## config.mk

```make
export PLATFORM = sky130hd
export DESIGN_NAME = eft_cell
export DESIGN_NICKNAME = d
export VERILOG_FILES = /design/src/rtl/eft_pkg.sv /design/src/rtl/eft_cell.sv
export SDC_FILE = /design/constraint.sdc
export NUM_CORES = 1
export LEC_CHECK = 0
export BUFFER_PORTS_ARGS = -buffer_cell sky130_fd_sc_hd__buf_2
export CORE_UTILIZATION = 25
export CTS_BUF_LIST = sky130_fd_sc_hd__clkbuf_2 sky130_fd_sc_hd__clkbuf_4 sky130_fd_sc_hd__clkbuf_8
export DETAILED_ROUTE_END_ITERATION = 16
export GPL_TIMING_DRIVEN = 0
export PLACE_DENSITY_LB_ADDON = 0.05
export REMOVE_ABC_BUFFERS = 1
export SLEW_MARGIN = 20
export SYNTH_ARGS = -nofsm -noshare
export SYNTH_HDL_FRONTEND = slang
export SYNTH_SLANG_ARGS = --single-unit
```

## constraint.sdc

```tcl
create_clock -name clk -period 12.82 [get_ports clk]
set_input_delay 3.205 -clock clk [delete_from_list [all_inputs] [get_ports clk]]
set_output_delay 3.205 -clock clk [all_outputs]
set_load 0.005 [all_outputs]
```

## src/rtl/eft_pkg.sv

```systemverilog
package eft_pkg;

  localparam int TABLE_DEPTH = 64;
  localparam int TIME_BITS   = 48;
  localparam int COUNT_BITS  = $clog2(TABLE_DEPTH + 1);
  localparam int OUT_COUNT_BITS = 7;

  localparam logic OP_QUERY  = 1'b0;
  localparam logic OP_INSERT = 1'b1;

  localparam logic ST_OK   = 1'b0;
  localparam logic ST_FULL = 1'b1;

  typedef logic [TIME_BITS-1:0] time_t;

  // one stored busy interval
  typedef struct packed {
    logic  valid;
    time_t start;
    time_t finish;
  } entry_t;

  // insert request broadcast to every cell
  typedef struct packed {
    logic  go;
    time_t start;
    time_t finish;
  } ins_t;

  // query beat travelling down the chain
  typedef struct packed {
    logic  tok;
    logic  found;
    time_t cand;
    time_t need;
  } walk_t;

endpackage

```

## src/rtl/eft_cell.sv

```systemverilog
module eft_cell
  import eft_pkg::*;
(
  input  logic   clk,
  input  logic   rst,
  input  ins_t   ins,
  input  entry_t left_ent,
  input  logic   left_lt,
  input  walk_t  walk_in,
  output entry_t ent,
  output logic   lt,
  output walk_t  walk_out
);

  entry_t ent_next;
  walk_t  walk_next;
  time_t  gap;
  logic   cand_le;
  logic   fits;

  // entries below the insert point stay, the first one at or above it takes
  // the new pair, the rest shift one place right
  assign lt = ent.valid && (ent.start < ins.start);

  always_comb begin
    ent_next = ent;
    if (ins.go && !lt) begin
      if (left_lt) begin
        ent_next.valid  = 1'b1;
        ent_next.start  = ins.start;
        ent_next.finish = ins.finish;
      end else begin
        ent_next = left_ent;
      end
    end
  end

  assign cand_le = walk_in.cand <= ent.start;
  assign gap     = ent.start - walk_in.cand;
  assign fits    = cand_le && (walk_in.need <= gap);

  always_comb begin
    walk_next = walk_in;
    if (ent.valid && !walk_in.found) begin
      if (fits) begin
        walk_next.found = 1'b1;
      end else if (walk_in.cand < ent.finish) begin
        walk_next.cand = ent.finish;
      end
    end
  end

  always_ff @(posedge clk) begin
    if (rst) begin
      ent.valid    <= 1'b0;
      walk_out.tok <= 1'b0;
    end else begin
      ent.valid    <= ent_next.valid;
      walk_out.tok <= walk_in.tok;
    end
    ent.start          <= ent_next.start;
    ent.finish         <= ent_next.finish;
    walk_out.found     <= walk_next.found;
    walk_out.cand      <= walk_next.cand;
    walk_out.need      <= walk_next.need;
  end

endmodule

```

Yosys cells after proc, flatten, opt, wreduce, memory -nomap -nowiden --
Index checks and enable logic that the tools add are counted.
Storage, ports and cells: memories kept 0, RAM bits 0, word-level logic and storage cells 23, latch bits 0, flip-flop bits (word level) 195, output and inout bits 196, bits of input ports 295, ROM bits 0
Operators by class: add/subtract/negate cells 1, magnitude comparators 4, bitwise logic cells 0, shift-type cells 0, mux-type cells 5, multiply operators 0, divide/modulo/power cells 0, reduce and logical (&&, ||, !) cells 6, equal/unequal tests 0
Operator list (number):
- $mux W97 | 1
- $le A48 B48 Y1 | 2
- $lt A48 B48 Y1 | 2
- $mux W48 | 2
- $mux W49 | 1
- $sub A48 B48 Y48 | 1
- $logic_and A1 B1 Y1 | 4
- $logic_not A1 Y1 | 2
- $mux W1 | 1

Logic depth before layout (Yosys ltp) --
Gate-level depths: netlist of run 1.
word-level depth 5, gate-level depth with buffers 24, mapped depth without buffers 22

Worst setup path after synthesis of run 1 --
OpenSTA, ideal clock, no wires.
path type input to register, from in ins[49] in the netlist's numbering, to reg ent[0] in the netlist's numbering (enable), setup time 0.552 ns, buffers on the path 0, stages 10, setup slack 3.666 ns, arrival 8.602 ns, required time 12.268 ns, cells stage by stage inv_1 -> ha_1 -> a21boi_0 -> o21ai_0 -> a211o_1 -> a311o_1 -> o21ai_0 -> a21o_1 -> a31oi_1 -> nor2_1
On the way: cells in the longest elaborated chain, start to end 4
Ends and longest elaborated chain:
- from (decl) | line eft_cell.sv:6 | input ins_t ins,
- $lt A48 B48 Y1 | line eft_cell.sv:23 | assign lt = ent.valid && (ent.start < ins.start);
- $logic_and A1 B1 Y1 | line eft_cell.sv:23
- net lt | line eft_cell.sv:11 | output logic lt,
- $logic_not A1 Y1 | line eft_cell.sv:27 | if (ins.go && !lt) begin
- $logic_and A1 B1 Y1 | line eft_cell.sv:27
- to (decl) | line eft_cell.sv:10 | output entry_t ent,
The timed path passes the listed nets, and every way through them passes these cells. A chain may end at the register's enable or synchronous reset.

==> results.sh, run 1 <==
export IMPL_drv_cap=0
export IMPL_grt_usage=0.185
export IMPL_ys_ff_latch=195
export IMPL_area_growth_pct=29.4
export IMPL_dieWidth_um=229
export IMPL_drtIter0Drc=428
export IMPL_grt_pass1_vias=11322
export IMPL_p_leak_nw=8.20
export IMPL_period_share=0.717
export IMPL_portBuffers=490
export IMPL_r2r_cells=25
export IMPL_synth_async_reset_ratio=0
export IMPL_skew_ns=0.0210
export IMPL_min_period_ns=9.20
export IMPL_stdcell_count=2425
export IMPL_p_per_area_nw_per_um2=107
export IMPL_cts_setup_buffers=0
export IMPL_cp_end_kind="register"
export IMPL_worstReg2RegEnd="walk_out[48]$_DFF_P_"
export IMPL_outcome="finished, final reports clean"
export IMPL_wl_met3_mm=2.96
export IMPL_path_max_fanout=10
export IMPL_grt_first_pass_wirelength_mm=71.3
export IMPL_layout_drive_gt1_share=0.367
export IMPL_synth_edf_count=96
export IMPL_r2r_start="ent[48]$_DFFE_PP_"
export IMPL_dp_cells=2390
export IMPL_grt_remaining_overflow=0
export IMPL_top_layer_used="met5"
export IMPL_rsz0062_at_grt="false"
export IMPL_cts_made_buffers=17
export IMPL_maxSlewViolCount=0
export IMPL_vias=11105
export IMPL_cts_resized=0
export IMPL_timing_critical_path_from="walk_in[52]"
export IMPL_firstDrtPassIters=5
export IMPL_worst_pin_slew_ns=0.928
export IMPL_maxClockFrequency_mhz=109
export IMPL_via_per_inst=4.58
export IMPL_ff2ff_setup_slack_ns=5.87
export IMPL_hold_buffers=0
export IMPL_synth_top_cell_by_area="edfxtp_1"
export IMPL_path_clk_slew_ns=0.10
export IMPL_setup_viol=0
export IMPL_wl_mm=48.3
export IMPL_synth_flop_cell="dfxtp_1"
export IMPL_ant_nets=0
export IMPL_yosys_warnings=0
export IMPL_cts_root_buffer="clkbuf_8"
export IMPL_synth_top_area_frac=0.224
export IMPL_hold_class="reg -> reg"
export IMPL_hold_viol=0
export IMPL_worstSetupStartpointType="input pin"
export IMPL_relSlewSlack=0.379
export IMPL_total_power_mw=1.77
export IMPL_cts_tree="built"
export IMPL_clock_path_buffers=2
export IMPL_fillers=5332
export IMPL_holdWs_ns=0.561
export IMPL_cts_max_level=4
export IMPL_place_congestion=0.802
export IMPL_ios=491
export IMPL_synth_avg_cell_area_um2=10.3
export IMPL_clock_sinks=195
export IMPL_critPathRequiredTime_ns=13.29
export IMPL_path_class="in -> reg"
export IMPL_initial_core_util=0.255
export IMPL_vdd_drop_max_v=0.0000607
export IMPL_setup_tns_ns=0
export IMPL_synth_area_leaders="edfxtp_1, ha_1, dfxtp_1"
export IMPL_wl_met1_mm=22.5
export IMPL_hpwl_mm=41.6
export IMPL_fin_nets=2223
export IMPL_core_area_um2=50500
export IMPL_clk_latency_ns=0.57
export IMPL_die_area_um2=52400
export IMPL_synth_cells=1248
export IMPL_met2_length_mm=22.0
export IMPL_antenna_found_initial=11
export IMPL_ys_types=62
export IMPL_num_rows=82
export IMPL_final_util=0.330
export IMPL_grt_max_degree=52
export IMPL_die_h_um=229
export IMPL_post_drt_wl_per_cell_um=19.9
export IMPL_holdPathStages=1
export IMPL_syn_cell_area_um2=12900
export IMPL_endpoint="walk_out[48]$_DFF_P_"
export IMPL_cp_arrival_ns=9.66
export IMPL_drc_errors=0
export IMPL_synth_seq_area_share=0.378
==> state kept, by name, summed over array words and instances (netlist names) <==
signal and flops:
walk_out 98, ent 97
==> final cells by class <==
class | instances | area (um^2) | share of cell area
multi-input combinational | 861 | 7260 | 0.436
sequential | 195 | 4860 | 0.292
timing repair buffer | 501 | 2650 | 0.159
tap | 672 | 841 | 0.0505
inverter | 161 | 604 | 0.0363
clock buffer | 21 | 277 | 0.0166
clock inverter | 11 | 149 | 0.00894
antenna | 3 | 7.51 | 0.000451
==> synthesized netlist by cell type, types with 3 or more instances <==
cell / number
a2111oi_0: 4
a211o_1: 5
a211oi_1: 11
a21boi_0: 3
a21o_1: 74
a21oi_1: 91
a31oi_1: 6
and3_1: 5
buf_2: 4
buf_6: 3
clkbuf_1: 20
dfxtp_1: 99
edfxtp_1: 96
ha_1: 190
inv_1: 161
mux2_2: 97
mux2i_1: 47
nand2_1: 34
nand2b_1: 6
nand3_1: 13
nand4_1: 42
nor2_1: 51
nor2b_1: 14
nor3_1: 9
nor4_1: 9
o211ai_1: 5
o21a_1: 9
o21ai_0: 35
o21ai_1: 4
o21bai_1: 9
o221ai_1: 3
o31ai_1: 4
o41ai_1: 3
or2_2: 3
xnor2_1: 25
xor2_1: 20
==> power breakdown <==
group	internal [mW]	switching [mW]	total, mW
Combinational	0.261	0.322	0.583
Sequential	0.708	0.0269	0.735
Clock	0.209	0.248	0.457
Total	1.18	0.597	1.77
==> worst min-delay path by stage <==
| stage | start | to | slack, ns |
|---|---|---|---|
| global placement | ent[35]$_DFFE_PP_ | walk_out[83]$_DFF_P_ | 0.54 |
| floorplan | ent[96]$_SDFFE_PP0P_ | walk_out[96]$_DFF_P_ | 0.52 |
| finish | ent[0]$_DFFE_PP_ | walk_out[48]$_DFF_P_ | 0.56 |
| CTS | ent[0]$_DFFE_PP_ | walk_out[48]$_DFF_P_ | 0.57 |
| global route | ent[0]$_DFFE_PP_ | walk_out[48]$_DFF_P_ | 0.60 |
| detailed placement | ent[2]$_DFFE_PP_ | walk_out[50]$_DFF_P_ | 0.54 |
==> cells in the final DEF (no fill, tap or decap), types with 6 or more instances in the layout <==
master    instances
nand4_1          42
clkbuf_8         19
buf_6             7
a31oi_1           6
dfxtp_1          99
mux2_2           97
mux2i_1          47
a21o_1           74
o21ai_0          35
nor4_1            9
a21oi_1          91
xnor2_1          25
nor3_1            9
a211oi_1         11
nand2b_1          6
nand3_1          13
edfxtp_1         96
ha_1            190
o21a_1            9
xor2_1           20
buf_2           489
nand2_1          34
nor2_1           50
nor2b_1          14
inv_1           161
o21bai_1          9
==> critical path, cell delays in order <==
cell,delay [ns]
buf_2,0.09
inv_1,0.05
ha_1,0.41
a211o_1,0.34
o31ai_2,0.57
o31a_1,0.37
a2111o_1,0.23
a21oi_1,0.14
o41ai_1,0.65
o21ai_0,0.25
xnor2_1,0.17
ha_1,0.30
nand4_1,0.13
or2_2,0.32
or3_1,0.41
nor4_1,0.33
a21oi_1,0.10
a22oi_1,0.56
a211oi_4,0.17
buf_6,0.21
buf_6,0.17
buf_6,0.17
mux2_2,0.27
==> cell families (layout without fill, tap and decap cells) <==
| kind of cell | after synthesis | in the layout | share of synthesized area |
|---|---|---|---|
| AO/OA/AOI/OAI | 286 | 286 | 0.147 |
| flip-flops | 195 | 195 | 0.378 |
| AND/OR/NAND/NOR | 195 | 195 | 0.0771 |
| buffers and inverters | 192 | 694 | 0.0588 |
| adder cells (fa/ha/maj) | 191 | 191 | 0.186 |
| multiplexers | 144 | 144 | 0.122 |
| XOR/XNOR | 45 | 45 | 0.0306 |
| other | 0 | 3 | 0 |
==> layer usage <==
layer  track usage  vias to the layer above
li1              -                     5521
met1         0.242                     5184
met2         0.296                      342
met3        0.0508                       42
met4        0.0544                       16
met5             0                        -
==> metrics by stage <==
step	setup WS (ns)	instance area (um^2)
finish	3.62	16600
global route	3.21	16600
CTS	3.64	16600
detailed placement	2.99	16200
global placement	-1.24	16000
floorplan	2.56	12700
(Power assumes the default switching activity.)
==> run 2: changes to the inputs <==
- ABC_AREA: unset -> 1
- clock period: 12.82 -> 9.22 ns (I/O delays scaled with it)
==> run 2 against run 1 <==
Clock power rose by 31%. Utilization fell by 0.73 points. Power rose by 46%. Non-clock buffer count fell by 1. Worst hold slack improved by 0.043 ns. Sequential cell count did not move. Highest routed layer unchanged.
==> results.sh, run 2 <==
export IMPL_post_drt_wl_per_cell_um=18.5
export IMPL_hold_buffers=0
export IMPL_drtIter0Drc=605
export IMPL_synth_flop_cell="dfxtp_1"
export IMPL_cts_setup_buffers=0
export IMPL_cts_max_level=4
export IMPL_cts_made_buffers=17
export IMPL_cp_slowest_stage_delay_ns=0.53
export IMPL_path_max_fanout=50
export IMPL_firstDrtPassIters=5
export IMPL_hold_class="reg -> reg"
export IMPL_clock_path_buffers=2
export IMPL_p_sw_frac=0.388
export IMPL_area_growth_pct=26.9
export IMPL_num_rows=87
export IMPL_ios=491
export IMPL_ant_nets=0
export IMPL_drc_errors=0
export IMPL_seq_power_share=0.400
export IMPL_skew_ns=0.0234
export IMPL_p_clk_frac=0.231
export IMPL_via_per_inst=4.52
export IMPL_drv_cap=0
export IMPL_holdWs_ns=0.604
export IMPL_largest_reg_flops=98
export IMPL_switchingPower_mw=1.01
export IMPL_core_area_um2=56600
export IMPL_min_period_ns=7.06
export IMPL_yosysMostFrequentCell="nand2_1"
export IMPL_layout_drive_gt1_share=0.247
export IMPL_power_internal_mw=1.59
export IMPL_worst_pin_slew_ns=0.750
export IMPL_relSlewSlack=0.500
export IMPL_synth_seq_area_share=0.338
export IMPL_total_power_mw=2.60
export IMPL_hpwl_mm=49.4
export IMPL_outcome="finished, final reports clean"
export IMPL_worst_path_buf_inv=3
export IMPL_cts_root_buffer="clkbuf_8"
export IMPL_ff2ff_setup_slack_ns=3.57
export IMPL_period_share=0.765
export IMPL_reg_top3="walk_out: 98 flops, ent: 97 flops"
export IMPL_synth_async_reset_ratio=0
export IMPL_grt_pass1_vias=14469
export IMPL_yosys_warnings=0
export IMPL_fin_nets=2874
export IMPL_die_h_um=242
export IMPL_dieWidth_um=242
export IMPL_synth_edf_count=96
export IMPL_maxSlewViolCount=0
export IMPL_cp_common_cell="nor2_1"
export IMPL_cp_arrival_ns=7.52
export IMPL_path_class="in -> reg"
export IMPL_grt_max_degree=91
export IMPL_synth_cells=1916
export IMPL_top_register="walk_out"
export IMPL_synth_top_cell_by_area="edfxtp_1"
export IMPL_p_per_area_nw_per_um2=142
export IMPL_vias=14284
export IMPL_place_congestion=0.884
export IMPL_ys_ff_latch=195
export IMPL_cts_tree="built"
export IMPL_grt_first_pass_wirelength_mm=87.4
export IMPL_setup_viol=0
export IMPL_antenna_found_initial=19
export IMPL_synth_avg_cell_area_um2=7.51
export IMPL_initial_core_util=0.254
export IMPL_synth_common_cells="nand2_1, nor2_1, inv_1, a21oi_1, ha_1"
export IMPL_vdd_drop_max_v=0.000104
export IMPL_portBuffers=490
export IMPL_fillers=6300
export IMPL_final_common_cell="buf_2"
export IMPL_rsz0062_at_grt="false"
export IMPL_power_frac_comb=0.369
export IMPL_final_util=0.322
export IMPL_die_area_um2=58500
export IMPL_setup_tns_ns=0
export IMPL_clk_latency_ns=0.58
export IMPL_critPathRequiredTime_ns=9.68
export IMPL_p_leak_nw=9.22
export IMPL_cp_slowest_cell="nand2_4"
export IMPL_ys_types=38
export IMPL_maxClockFrequency_mhz=142
export IMPL_wl_mm=58.4
export IMPL_mostFrequentLayoutCells="buf_2, nand2_1, nor2_1, inv_1, a21oi_1"
export IMPL_worstSetupStartpointType="input pin"
export IMPL_path_clk_slew_ns=0.12
export IMPL_cp_end_kind="register"
export IMPL_syn_cell_area_um2=14400
export IMPL_grt_remaining_overflow=0
export IMPL_hold_viol=0
export IMPL_synth_area_leaders="edfxtp_1, ha_1, dfxtp_1"
export IMPL_grt_usage=0.199
export IMPL_synth_top_area_frac=0.200
export IMPL_cts_resized=0
export IMPL_cpLargestDelayFamily="simple AND/OR/NAND/NOR gates"
export IMPL_clock_sinks=195
run 2: cell types whose count changed in the layout (fill, tap and decap cells not counted), moves of 48 or more:
cell,previous run,this run
nand3_1,13,94
a21oi_1,91,230
nand2_1,34,387
mux2_2,97,49
a21o_1,74,5
nor2_1,50,273
inv_1,161,258
run 2: power by group through the flow:
stage,sequential (mW),combinational (mW),clock [mW]
global route,1.05,1.09,0.665
CTS,1.04,0.971,0.640
global placement,1.07,0.941,0
detailed placement,1.06,0.965,0
finish,1.04,0.959,0.599
floorplan,1.05,0.547,0
run 2: layout make-up:
type	instances	area, um^2	share of cell area
antenna	4	10.0	0.000548
clock buffer	18	241	0.0132
clock inverter	14	148	0.00809
inverter	258	968	0.0531
multi-input combinational	1416	8360	0.458
sequential	195	4860	0.267
tap	756	946	0.0518
timing repair buffer	500	2710	0.149
run 2: worst paths after layout:
check | from | endpoint | cells after the start
max | walk_in[48] | walk_out[79]$_DFF_P_ | 25
min | ent[96]$_SDFFE_PP0P_ | ent[96]$_SDFFE_PP0P_ | 4
min reg2reg | ent[96]$_SDFFE_PP0P_ | ent[96]$_SDFFE_PP0P_ | 4
max reg2reg | ent[48]$_DFFE_PP_ | walk_out[79]$_DFF_P_ | 25
run 2: routing by layer:
layer	global-route usage	share of wire
met1	0.250	0.45
met2	0.334	0.47
met3	0.0531	0.051
met4	0.0570	0.019
met5	0	0.0031
run 2: worst reg2reg max path: stages, from the launching register on:
cell and delay, ns:
edfxtp_1 0.41, inv_1 0.10, ha_1 0.19, inv_1 0.12, fa_1 0.49, nand3_1 0.13
nand2_2 0.11, a21oi_1 0.47, o21ai_0 0.39, nand3_1 0.16, nand3_1 0.14, xor2_1 0.20
ha_1 0.29, nand2_1 0.06, nor2_1 0.14, nand2_1 0.10, nor2_1 0.19, inv_1 0.06
nor2_1 0.13, nand2_1 0.07, nand3_1 0.06, nand2_1 0.12, nand2_4 0.51, nand2_4 0.55
nor2_1 0.29, nor2_1 0.08
run 2: logic make-up after synthesis:
group           count (synthesis)  share of synthesized area
compound gates                325                      0.120
xor+xnor                       43                     0.0262
fa+ha+maj                     191                      0.167
buf+inv                       305                     0.0830
flops                         195                      0.338
mux                            49                     0.0384
simple gates                  808                      0.227
run 2: stage by stage:
stage                     worst slack (ns)  cell area, um^2  cells
final                                 2.16            18300   3161
after global routing                  1.80            18300   3160
after CTS                             2.14            18200   3157
after detailed placement              1.46            17900   3125
after global placement               -2.03            17600   3115
after floorplan                       1.33            14200   1869
==> run 3: changes to the inputs <==
- clock period: 9.22 -> 6.4 ns (I/O delays scaled with it)
==> run 3 against run 2 <==
Cell count is the same. Die area is the same. Largest cell class unchanged. Register-to-register slack lost 2.4 ns. Combinational power grew 45%. Sequential share of layout area is essentially flat.
==> results.sh, run 3 (synthesized netlist as in run 2, its figures left out) <==
export IMPL_outcome="finished, final reports clean"
export IMPL_layout_drive_gt1_share=0.247
export IMPL_antenna_found_initial=19
export IMPL_via_per_inst=4.51
export IMPL_hold_class="reg -> reg"
export IMPL_skew_ns=0.0238
export IMPL_place_congestion=0.884
export IMPL_cts_made_buffers=17
export IMPL_cp_common_cell="nor2_1"
export IMPL_min_period_ns=5.94
export IMPL_cp_end_kind="register"
export IMPL_grt_use_met2=0.334
export IMPL_grt_met3_usage=0.0531
export IMPL_firstDrtPassIters=5
export IMPL_reg_top3="walk_out: 98 flops, ent: 97 flops"
export IMPL_clk_latency_ns=0.58
export IMPL_cts_tree="built"
export IMPL_dp_cells=3125
export IMPL_portBuffers=490
export IMPL_grt_max_degree=91
export IMPL_period_share=0.928
export IMPL_cp_arrival_ns=6.40
export IMPL_cp_slowest_stage_delay_ns=0.49
export IMPL_drv_cap=0
export IMPL_grt_pass1_vias=14469
export IMPL_path_clk_slew_ns=0.13
export IMPL_use_met1=0.250
export IMPL_seq_power_share=0.399
export IMPL_busiest_layer="met2"
export IMPL_setup_ws_ns=0.460
export IMPL_p_per_area_nw_per_um2=205
export IMPL_wl_mm=58.5
export IMPL_final_cell_area_um2=18300
export IMPL_maxClockFrequency_mhz=168
export IMPL_top_register="walk_out"
export IMPL_die_h_um=242
export IMPL_p_leak_nw=9.22
export IMPL_stdcell_count=3161
export IMPL_critPathRequiredTime_ns=6.86
export IMPL_total_power_mw=3.74
export IMPL_grt_remaining_overflow=0
export IMPL_setup_tns_ns=0
export IMPL_drtIter0Drc=623
export IMPL_vdd_drop_max_v=0.000145
export IMPL_switchingPower_mw=1.46
export IMPL_worstSetupStartpointType="input pin"
export IMPL_pre_cts_slack_ns=-0.654
export IMPL_path_max_fanout=50
export IMPL_holdWs_ns=0.604
export IMPL_core_area_um2=56600
export IMPL_hold_buffers=0
export IMPL_cts_max_level=4
export IMPL_num_rows=87
export IMPL_largest_reg_flops=98
export IMPL_cp_slowest_cell="fa_1"
export IMPL_p_clk_frac=0.231
export IMPL_worst_pin_slew_ns=0.760
export IMPL_hold_viol=0
export IMPL_fin_nets=2874
export IMPL_path_class="in -> reg"
export IMPL_p_sw_frac=0.389
export IMPL_grt_usage=0.199
export IMPL_final_util=0.323
export IMPL_grt_first_pass_wirelength_mm=87.4
export IMPL_ant_nets=0
export IMPL_ff2ff_setup_slack_ns=1.16
export IMPL_clock_path_buffers=2
export IMPL_maxSlewViolCount=0
export IMPL_mostFrequentLayoutCells="buf_2, nand2_1, nor2_1, inv_1, a21oi_1"
export IMPL_clock_sinks=195
export IMPL_setup_viol=0
export IMPL_hpwl_mm=49.4
export IMPL_cts_resized=0
export IMPL_cts_root_buffer="clkbuf_8"
export IMPL_drc_errors=0
export IMPL_power_frac_comb=0.370
export IMPL_post_drt_wl_per_cell_um=18.5
export IMPL_power_internal_mw=2.29
export IMPL_final_common_cell="buf_2"
export IMPL_dpl_cell_area_um2=17900
export IMPL_initial_core_util=0.254
export IMPL_vias=14256
export IMPL_cts_setup_buffers=0
export IMPL_dieWidth_um=242
export IMPL_relSlewSlack=0.488
export IMPL_rsz0062_at_grt="false"
export IMPL_area_growth_pct=27.1
export IMPL_ios=491
export IMPL_die_area_um2=58500
[run 3: final timing paths]
kind	cells past startpoint	endpoint	from
worst max-delay path	25	walk_out[79]$_DFF_P_	walk_in[48]
worst min-delay path	4	ent[96]$_SDFFE_PP0P_	ent[96]$_SDFFE_PP0P_
worst max register to register	25	walk_out[79]$_DFF_P_	ent[48]$_DFFE_PP_
worst min register to register	4	ent[96]$_SDFFE_PP0P_	ent[96]$_SDFFE_PP0P_
[run 3: area by class of cell]
cell class | instances | area, um^2
fill | 6299 | 38300
antenna | 4 | 10.0
timing repair buffer | 500 | 2710
tap | 756 | 946
clock inverter | 14 | 148
inverter | 258 | 968
clock buffer | 18 | 241
multi-input combinational | 1416 | 8380
sequential | 195 | 4860
[run 3: critical path: cells and delay by family]
family	cells	cell delay (ns)
AOI/OAI and AO/OA	2	0.88
xor gates and xnor gates	1	0.20
adders and majority gates	3	0.98
buffers and inverters	3	0.33
and+or+nand+nor	16	2.38
[run 3: power groups by stage]
stage	clock, mW	sequential (mW)	combinational, mW
finish	0.864	1.49	1.39
global route	0.957	1.51	1.57
CTS	0.922	1.50	1.40
detailed placement	0	1.53	1.39
global placement	0	1.54	1.36
floorplan	0	1.52	0.788
[run 3: metal layers]
metal | vias up | part of all wire
li1 | 7269 | -
met1 | 6554 | 0.46
met2 | 323 | 0.47
met3 | 80 | 0.049
met4 | 30 | 0.019
met5 | - | 0.0030
